`config.mk`:
```
export PLATFORM = sky130hd
export DESIGN_NAME = websocket_frame_deframer
export DESIGN_NICKNAME = d
export VERILOG_FILES = /design/src/design/wsfd_pkg.sv /design/src/design/websocket_frame_deframer.sv
export SDC_FILE = /design/constraint.sdc
export NUM_CORES = 1
export LEC_CHECK = 0
export BUFFER_PORTS_ARGS = -buffer_cell sky130_fd_sc_hd__buf_4
export CAP_MARGIN = 10
export CORE_ASPECT_RATIO = 1.2
export CORE_MARGIN = 5
export CORE_UTILIZATION = 42
export DETAILED_ROUTE_END_ITERATION = 12
export GPL_TIMING_DRIVEN = 0
export PLACE_DENSITY = 0.71
export SETUP_SLACK_MARGIN = 0.1
export SLEW_MARGIN = 5
export SYNTH_ARGS = -nofsm -noshare
export SYNTH_HDL_FRONTEND = slang
export SYNTH_SLANG_ARGS = --single-unit
```
`constraint.sdc`:
```
create_clock -name clk -period 3 [get_ports clk]
set_input_delay 0.6 -clock clk [delete_from_list [all_inputs] [get_ports clk]]
set_output_delay 0.6 -clock clk [all_outputs]
set_load 0.1 [all_outputs]
```
`src/design/wsfd_pkg.sv`:
```
// shared types and codes for the websocket frame deframer
package wsfd_pkg;

    // parser phase
    typedef enum logic [2:0] {
        PH_HEADER  = 3'd0,
        PH_LEN     = 3'd1,
        PH_LEN_HI  = 3'd2,
        PH_LEN_LO  = 3'd3,
        PH_KEY     = 3'd4,
        PH_PAYLOAD = 3'd5
    } phase_t;

    // result kind codes
    typedef enum logic [1:0] {
        KIND_DATA   = 2'd0,
        KIND_EMPTY  = 2'd1,
        KIND_TOOBIG = 2'd2
    } kind_t;

    // length field codes of the second header byte
    localparam logic [6:0] LEN_CODE_16 = 7'd126;
    localparam logic [6:0] LEN_CODE_64 = 7'd127;

endpackage

```
`src/design/websocket_frame_deframer.sv`:
```
// websocket frame deframer: byte stream in, unmasked payload transactions out
//
// Usage: received bytes enter on the s_axis channel, one per transaction, with
// s_axis_tuser high to mark a dropped link (the byte is then ignored and the
// parser goes back to waiting for a frame header). Results leave on m_axis:
// tuser holds the kind (payload byte, empty frame, unsupported 64-bit length),
// tdata the unmasked payload byte and the frame opcode, tlast marks the final
// payload byte or the empty-frame result. Header bytes give no result; length
// and key bytes give one only when they end an empty frame or carry the 64-bit
// length code. A taken byte is held in the input register, then the parser
// writes its result into the result register, which presents it on m_axis.
// Throughput: one byte per cycle while the receiver does not stall, set by the
// input and result registers, with the phase update and key xor between them.
// Reset clears the parser to the header phase and empties both registers.
// When the receiver stalls, the result register holds its transaction and the
// input register holds the next byte; s_axis_tready drops only when both are
// full.
module websocket_frame_deframer
(
    input  logic        clk,
    input  logic        rst_n,
    input  logic        s_axis_tvalid,
    output logic        s_axis_tready,
    input  logic [7:0]  s_axis_tdata,   // [7:0] rx_byte
    input  logic        s_axis_tuser,   // [0] abort
    output logic        m_axis_tvalid,
    input  logic        m_axis_tready,
    output logic [15:0] m_axis_tdata,   // [7:0] payload_byte, [14:8] frame_opcode, [15] zero
    output logic [1:0]  m_axis_tuser,   // [1:0] kind
    output logic        m_axis_tlast    // last_of_frame
);

    // input register
    logic       in_valid_reg;
    logic [7:0] in_byte_reg;
    logic       in_abort_reg;

    // parser state
    wsfd_pkg::phase_t phase_reg, phase_next;
    logic [6:0]       header_bits_reg, header_bits_next;
    logic             has_key_reg, has_key_next;
    logic [15:0]      payload_length_reg, payload_length_next;
    logic [7:0]       key_bytes_reg [4];
    logic             key_we;
    logic [1:0]       key_fill_index_reg, key_fill_index_next;
    logic [15:0]      payload_index_reg, payload_index_next;

    // result register
    logic             out_valid_reg;
    wsfd_pkg::kind_t  out_kind_reg, out_kind_next;
    logic [7:0]       out_byte_reg, out_byte_next;
    logic [6:0]       out_opcode_reg, out_opcode_next;
    logic             out_last_reg, out_last_next;
    logic             emit;

    logic advance;
    logic [6:0]  len_code;
    logic [16:0] index_inc;
    logic        is_last;

    // the parser moves when the result slot is free or being emptied
    assign advance       = in_valid_reg && (!out_valid_reg || m_axis_tready);
    assign s_axis_tready = !in_valid_reg || advance;

    assign len_code  = in_byte_reg[6:0];
    assign index_inc = {1'b0, payload_index_reg} + 17'd1;
    assign is_last   = index_inc >= {1'b0, payload_length_reg};

    // input register
    always_ff @(posedge clk or negedge rst_n)
    begin
        if (!rst_n)
        begin
            in_valid_reg <= 1'b0;
        end
        else if (s_axis_tready)
        begin
            in_valid_reg <= s_axis_tvalid;
        end
    end

    always_ff @(posedge clk)
    begin
        if (s_axis_tvalid && s_axis_tready)
        begin
            in_byte_reg  <= s_axis_tdata;
            in_abort_reg <= s_axis_tuser;
        end
    end

    // phase update and result selection
    always_comb
    begin
        phase_next          = phase_reg;
        header_bits_next    = header_bits_reg;
        has_key_next        = has_key_reg;
        payload_length_next = payload_length_reg;
        key_fill_index_next = key_fill_index_reg;
        payload_index_next  = payload_index_reg;
        key_we              = 1'b0;
        emit                = 1'b0;
        out_kind_next       = wsfd_pkg::KIND_DATA;
        out_byte_next       = 8'd0;
        out_opcode_next     = header_bits_reg;
        out_last_next       = 1'b0;

        if (in_abort_reg)
        begin
            phase_next = wsfd_pkg::PH_HEADER;
        end
        else
        begin
            unique case (phase_reg)
                wsfd_pkg::PH_HEADER:
                begin
                    header_bits_next = in_byte_reg[6:0];
                    phase_next       = wsfd_pkg::PH_LEN;
                end
                wsfd_pkg::PH_LEN:
                begin
                    has_key_next = in_byte_reg[7];
                    if (len_code == wsfd_pkg::LEN_CODE_64)
                    begin
                        phase_next    = wsfd_pkg::PH_HEADER;
                        emit          = 1'b1;
                        out_kind_next = wsfd_pkg::KIND_TOOBIG;
                    end
                    else if (len_code == wsfd_pkg::LEN_CODE_16)
                    begin
                        phase_next = wsfd_pkg::PH_LEN_HI;
                    end
                    else
                    begin
                        payload_length_next = {9'd0, len_code};
                        if (in_byte_reg[7])
                        begin
                            key_fill_index_next = 2'd0;
                            phase_next          = wsfd_pkg::PH_KEY;
                        end
                        else
                        begin
                            payload_index_next = 16'd0;
                            if (len_code == 7'd0)
                            begin
                                phase_next    = wsfd_pkg::PH_HEADER;
                                emit          = 1'b1;
                                out_kind_next = wsfd_pkg::KIND_EMPTY;
                                out_last_next = 1'b1;
                            end
                            else
                            begin
                                phase_next = wsfd_pkg::PH_PAYLOAD;
                            end
                        end
                    end
                end
                wsfd_pkg::PH_LEN_HI:
                begin
                    payload_length_next = {in_byte_reg, 8'd0};
                    phase_next          = wsfd_pkg::PH_LEN_LO;
                end
                wsfd_pkg::PH_LEN_LO:
                begin
                    payload_length_next = {payload_length_reg[15:8],
                                           payload_length_reg[7:0] | in_byte_reg};
                    if (has_key_reg)
                    begin
                        key_fill_index_next = 2'd0;
                        phase_next          = wsfd_pkg::PH_KEY;
                    end
                    else
                    begin
                        payload_index_next = 16'd0;
                        if (payload_length_next == 16'd0)
                        begin
                            phase_next    = wsfd_pkg::PH_HEADER;
                            emit          = 1'b1;
                            out_kind_next = wsfd_pkg::KIND_EMPTY;
                            out_last_next = 1'b1;
                        end
                        else
                        begin
                            phase_next = wsfd_pkg::PH_PAYLOAD;
                        end
                    end
                end
                wsfd_pkg::PH_KEY:
                begin
                    key_we = 1'b1;
                    key_fill_index_next = key_fill_index_reg + 2'd1;
                    if (key_fill_index_reg == 2'd3)
                    begin
                        payload_index_next = 16'd0;
                        if (payload_length_reg == 16'd0)
                        begin
                            phase_next    = wsfd_pkg::PH_HEADER;
                            emit          = 1'b1;
                            out_kind_next = wsfd_pkg::KIND_EMPTY;
                            out_last_next = 1'b1;
                        end
                        else
                        begin
                            phase_next = wsfd_pkg::PH_PAYLOAD;
                        end
                    end
                end
                wsfd_pkg::PH_PAYLOAD:
                begin
                    emit          = 1'b1;
                    out_kind_next = wsfd_pkg::KIND_DATA;
                    out_last_next = is_last;
                    out_byte_next = has_key_reg
                                  ? (in_byte_reg ^ key_bytes_reg[payload_index_reg[1:0]])
                                  : in_byte_reg;
                    if (is_last)
                    begin
                        phase_next         = wsfd_pkg::PH_HEADER;
                        payload_index_next = 16'd0;
                    end
                    else
                    begin
                        payload_index_next = index_inc[15:0];
                    end
                end
                default:
                begin
                    phase_next = wsfd_pkg::PH_HEADER;
                end
            endcase
        end
    end

    // parser control state
    always_ff @(posedge clk or negedge rst_n)
    begin
        if (!rst_n)
        begin
            phase_reg          <= wsfd_pkg::PH_HEADER;
            header_bits_reg    <= 7'd0;
            has_key_reg        <= 1'b0;
            payload_length_reg <= 16'd0;
            key_fill_index_reg <= 2'd0;
            payload_index_reg  <= 16'd0;
            for (int i = 0; i < 4; i++)
            begin
                key_bytes_reg[i] <= 8'd0;
            end
        end
        else if (advance)
        begin
            phase_reg          <= phase_next;
            header_bits_reg    <= header_bits_next;
            has_key_reg        <= has_key_next;
            payload_length_reg <= payload_length_next;
            key_fill_index_reg <= key_fill_index_next;
            payload_index_reg  <= payload_index_next;
            if (key_we)
            begin
                key_bytes_reg[key_fill_index_reg] <= in_byte_reg;
            end
        end
    end

    // result register valid
    always_ff @(posedge clk or negedge rst_n)
    begin
        if (!rst_n)
        begin
            out_valid_reg <= 1'b0;
        end
        else if (advance)
        begin
            out_valid_reg <= emit;
        end
        else if (m_axis_tready)
        begin
            out_valid_reg <= 1'b0;
        end
    end

    // result register payload
    always_ff @(posedge clk)
    begin
        if (advance && emit)
        begin
            out_kind_reg   <= out_kind_next;
            out_byte_reg   <= out_byte_next;
            out_opcode_reg <= out_opcode_next;
            out_last_reg   <= out_last_next;
        end
    end

    assign m_axis_tvalid = out_valid_reg;
    assign m_axis_tdata  = {1'b0, out_opcode_reg, out_byte_reg};
    assign m_axis_tuser  = out_kind_reg;
    assign m_axis_tlast  = out_last_reg;

    // the key is only read after a masked length byte
    a_key_phase_masked: assert property (@(posedge clk) disable iff (!rst_n)
        phase_reg == wsfd_pkg::PH_KEY |-> has_key_reg)
        else $error("key phase entered without mask flag");

    // payload phase always has bytes left to deliver
    a_payload_in_range: assert property (@(posedge clk) disable iff (!rst_n)
        phase_reg == wsfd_pkg::PH_PAYLOAD |->
            (payload_length_reg != 16'd0) && (payload_index_reg < payload_length_reg))
        else $error("payload index out of frame length");

    // empty frame results always close the frame, length errors never do
    a_kind_last: assert property (@(posedge clk) disable iff (!rst_n)
        out_valid_reg |->
            ((out_kind_reg == wsfd_pkg::KIND_EMPTY && out_last_reg)
             || (out_kind_reg == wsfd_pkg::KIND_TOOBIG && !out_last_reg)
             || out_kind_reg == wsfd_pkg::KIND_DATA))
        else $error("result kind and last flag disagree");

    // non-data results carry a zero byte
    a_nondata_zero: assert property (@(posedge clk) disable iff (!rst_n)
        out_valid_reg && out_kind_reg != wsfd_pkg::KIND_DATA |-> out_byte_reg == 8'd0)
        else $error("non-data result with payload byte set");

    // an aborted byte never yields a result
    a_abort_silent: assert property (@(posedge clk) disable iff (!rst_n)
        advance && in_abort_reg |=> !out_valid_reg)
        else $error("result produced by aborted byte");

endmodule
```
# --- Word level (Yosys, flattened, before mapping) ---
# Cells that the tools add are included.
totals:
  rom_bits: 0
  reg_bits: 106
  latchBits: 0
  elab_cells: 133
  ramBits: 0
  out_inout_bits: 21
  memories: 0
  input_bits: 13
classes:
  shift: 0
  n_div: 0
  bitwise: 7
  n_mux: 58
  magnitude_cmp: 4
  reduce_logical: 26
  add_sub_neg: 2
  n_mul: 0
  eq_ne: 17
op_table:
  columns: ["operator", "n"]
  rows:
  - ["2-to-1 mux 16 bit", 8]
  - ["one-hot mux 16 bit (4 select lines)", 1]
  - ["one-hot mux 16 bit (3 select lines)", 1]
  - ["bitwise mux 32 bit", 1]
  - ["logical NOT 16 bit", 2]
  - ["2-to-1 mux 8 bit", 4]
  - ["2-to-1 mux 3 bit", 10]
  - ["2-to-1 mux 1 bit", 21]
  - ["one-hot mux 3 bit (6 select lines)", 1]
  - ["adder 16 x 1 -> 17 bit, second input constant", 1]
  - ["greater-or-equal comparator 17 x 16 -> 1 bit", 1]
  - ["binary-select mux 8 bit (select 2 bit)", 1]
  - ["demux 8 bit (select 2 bit)", 1]
  - ["equality test 7 bit, second input constant", 2]
  - ["inequality test 2 bit, second input constant", 7]
  - ["one-hot mux 2 bit (3 select lines)", 2]
  - ["2-to-1 mux 2 bit", 5]
  - ["AND reduction 3 bit", 3]
  - ["OR 8 bit", 1]
  - ["one-hot mux 1 bit (4 select lines)", 2]
  - ["AND reduction 8 bit", 1]
  - ["bitwise XOR 8 bit", 1]
  - ["logical NOT 7 bit", 1]
  - ["AND reduction 7 bit", 1]
  - ["other kinds (21)", 35]

# --- Longest topological paths before layout ---
logic_depth:
  ltp_word: 8
  ltp_mapped: 13
  ltp_nobuf: 11

# --- Least setup slack after synthesis ---
# Ideal clock, no wire load.
synth_path:
  path_kind: "reg-to-reg"
  from: "register payload_index_reg[5]"
  to: "register payload_index_reg[14]"
  period_less_slack_ns: 3.108
  t_arrival_ns: 3.026
  setup_ns: 0.082
  stages_incl_launch_ff: 13
  path_slack_ns: -0.108
  cell_sequence: "dfrtp_1 -> buf_2 -> nand4_1 -> or3_1 -> nor3_1 -> xor2_1 -> ha_1 -> a21o_1 -> a21oi_1 -> nand4_2 -> buf_2 -> or4_1 -> a31oi_1"
synth_between:
  elab_chain_cells: 4
synth_rtl:
  columns: ["item", "line", "rtl"]
  rows:
  - ["start: declaration", "websocket_frame_deframer.sv:46", "logic [15:0] payload_index_reg, payload_index_next;"]
  - ["start signal: assignment", "websocket_frame_deframer.sv:256", "payload_index_reg <= payload_index_next;"]
  - ["adder 16 x 1 -> 17 bit *", "websocket_frame_deframer.sv:66", "assign index_inc = {1'b0, payload_index_reg} + 17'd1;"]
  - ["greater-or-equal comparator 17 x 16 -> 1 bit", "websocket_frame_deframer.sv:67", "assign is_last = index_inc >= {1'b0, payload_length_reg};"]
  - ["2-to-1 mux 16 bit *", "websocket_frame_deframer.sv:215", "if (is_last)"]
  - ["one-hot mux 16 bit (4 select lines) *", "websocket_frame_deframer.sv:113", "unique case (phase_reg)"]
# Every way passes the cells marked *; elsewhere a longest branch is shown, timed or not.
# A chain may end at the register's enable or synchronous reset.

# --- Final worst setup path ---
# Ends and elaborated chain as after synthesis.

==> summary.txt <==
final critical-path share of the clock period = 1.06
Worst slew margin = 0.302
DP Cell Count = 685
drt total wl = 13,200 um
WS Path Type = reg2reg
total CTS buffers = 9
largest net degree at the start of global routing = 80
Clock Latency Late Sink = 0.35 ns
ANT cells = 0
mapped cell area = 5500 um^2
largest cells by area after synthesis = dfrtp_1, edfxtp_1, mux2_2, ha_1, mux4_2
register area = 2790 um^2
initial antenna violation count = 0
Slew Viols, Final = 0
Hold Buf Count CTS = 0
register area share after synthesis = 0.507
Yosys top cell by area = dfrtp_1
worst-path cell chain = buf_6 > nand4_1 > or3_4 > or3_4 > xnor2_2 > ha_1 > buf_4 > a21oi_4 > nand4_4 > buf_6 > or4_4 > a31oi_4
fin nets = 593
Vias = 4,129
CP Max Fanout = 5
Hold Fails Final Rpt = 0
wire length per cell = 18.2 um
RSZ-0062 raised after global routing = yes
Root Driver = clkbuf_16
Placer Congestion = 0.891
ys flop type = dfrtp_1
Critical Path RT = 3.27 ns
Overall Global Routing Usage = 0.175
DR DRC count = 0
failing checks = setup timing
Layout fillers = 1,061
I/O Buffers = 32
Design Area, Final = 6770 um^2
Area Overhead vs Synth = 23.1%
clk buf depth = 2
initial core utilization = 0.431
Antenna Nets Post-Route = 0
Pwr per Cell Area = 695 nW/um^2
Sink Count = 106
ys async rst share = 0.745
crit path launch type = register
initial drt markers = 215
Synth Net Count = 522
row count = 45
area of the multi-input gates = 2720 um^2
Final Setup Violations = 12
Clock Skew = 0.0118 ns
arrival time of the worst setup path = 3.44 ns
GRT overflow = 0
Placed Area = 6000 um^2
CP Capture Type = register
Syn. warnings = 0
Hold Crit Class = in2async
die width = 114 um
VDD IR-drop max = 0.000352 V
CP max stage delay = 0.53 ns
# IOs = 34
measured slew at the worst slew-check pin = 1.05 ns
count of different cell masters after synthesis = 60
syn_area_per_cell = 11.3 um^2
worst setup margin = -0.171 ns
clk slew on worst S/H paths = 0.08 ns
H-tree depth = 3
worst hold margin = 0.408 ns
cell count after synthesis = 488
hpwl dp = 8670 um
Cell Count, Final, Fillers Out = 728
share of layout cells above drive strength 1 = 0.323
final critical-path required period = 3.17 ns
static leakage = 2.91 nW
DIE HEIGHT = 135 um
first-pass GRT wire length = 21,200 um
die area = 15,500 um^2
crit path max-delay cell type = or4_4
vias per inst = 5.67
outcome = complete, but fails checks
number of synthesized flops with an enable pin = 27
Pre-antenna DRT Iters = 5
Core Area = 12,800 um^2
number of global-route vias before repair = 4,233
post-synth top area share = 0.359
post-place setup slack = -0.556 ns
CTS tree = built
Seq cells post-synth = 106
max FFs per register = 32
maxcap violations = 0
Pwr Total = 4.71 mW
Fmax achieved = 315 MHz
per-layer routing:
metal | track usage | up-vias | routed length [um]
met3 | 0.0366 | 18 | 647
met4 | 0.0647 | 0 | 282
li1 | - | 1931 | -
met1 | 0.209 | 2053 | 5360
met5 | 0 | - | 0
met2 | 0.307 | 127 | 6920
through the flow:
stage	util	TNS, ns
finish	0.530	-0.847
global route	0.530	-3.15
CTS	0.521	-0.410
detailed placement	0.469	-8.51
global placement	0.468	-22.86
floorplan	-	0
area by class of cell:
class	instances	area share
Buffer	31	0.0290
Clock buffer	11	0.0375
Clock inverter	5	0.00628
Inverter	23	0.0127
Multi-Input combinational cell	328	0.401
Sequential cell	106	0.412
Tap cell	164	0.0303
Timing Repair Buffer	60	0.0711
kinds of logic after synthesis:
| kind of cell | after synthesis | share of synthesized area |
|---|---|---|
| AND/OR/NAND/NOR | 152 | 0.144 |
| adder cells (fa/ha/maj) | 21 | 0.0477 |
| other | 1 | 0.000681 |
| flip-flops | 106 | 0.507 |
| XOR/XNOR | 22 | 0.0350 |
| multiplexers | 51 | 0.121 |
| AO/OA/AOI/OAI | 81 | 0.103 |
| buffers and inverters | 54 | 0.0416 |
placed cells by master, fill, tap and decap left out, types with 6 or more instances in the layout:
cell type,n
edfxtp_1,27
nand4_1,13
xnor2_1,6
a21oi_1,9
nand3_1,10
nor2_1,26
buf_2,8
xor2_1,11
clkbuf_1,13
or4_1,7
inv_1,23
nor3_1,7
dfrtp_1,78
o21ai_0,15
buf_6,10
mux2_2,42
buf_4,55
a31oi_1,10
a22o_1,11
nand2_1,43
ha_1,20
clkbuf_16,10
mux4_2,8
cell usage after synthesis, types with 12 or more instances:
cell      count
nand2_1      45
mux2_2       42
dfrtp_1      79
nand4_1      13
nand3_1      13
xor2_1       13
buf_2        12
ha_1         21
inv_1        23
a31oi_1      12
nor2_1       28
edfxtp_1     27
clkbuf_1     16
o21ai_0      16
worst paths after layout:
check	from	to	slack (ns)	depth (start not counted)
worst max-delay path	payload_index_reg[5]$_DFFE_PN0P_	payload_index_reg[14]$_DFFE_PN0P_	-0.17	12
worst min-delay path	rst_n	header_bits_reg[5]$_DFFE_PN0P_	0.41	1
worst max register to register	payload_index_reg[5]$_DFFE_PN0P_	payload_index_reg[14]$_DFFE_PN0P_	-0.17	12
worst min register to register	header_bits_reg[2]$_DFFE_PN0P_	out_opcode_reg[2]$_DFFE_PP_	0.44	0
max in group asynchronous	rst_n	payload_index_reg[0]$_DFFE_PN0P_	1.84	1
min in group clk	s_axis_tdata[3]	in_byte_reg[3]$_DFFE_PP_	0.42	1
critical path, delay by kind of cell (launching register included):
kind                       cells  cell delay, ns
adders and majority gates      1            0.33
DFF                            1            0.35
and+or+nand+nor                5            1.51
xor gates and xnor gates       1            0.15
AOI/OAI and AO/OA              2            0.33
buffers and inverters          3            0.42
where the power goes:
part	total (mW)	internal, mW	switching (mW)
Sequential	2.00	1.80	0.204
Combinational	1.53	0.761	0.769
Clock	1.18	0.626	0.549
what timing repair did:
action,4_1_cts,5_1_grt
setup buffers,22,6
cloned,0,0
endpoints found under the setup margin,19,19
gates resized for setup,40,16
pin swaps,11,19
Note: power is estimated with default switching activity, not from simulation.
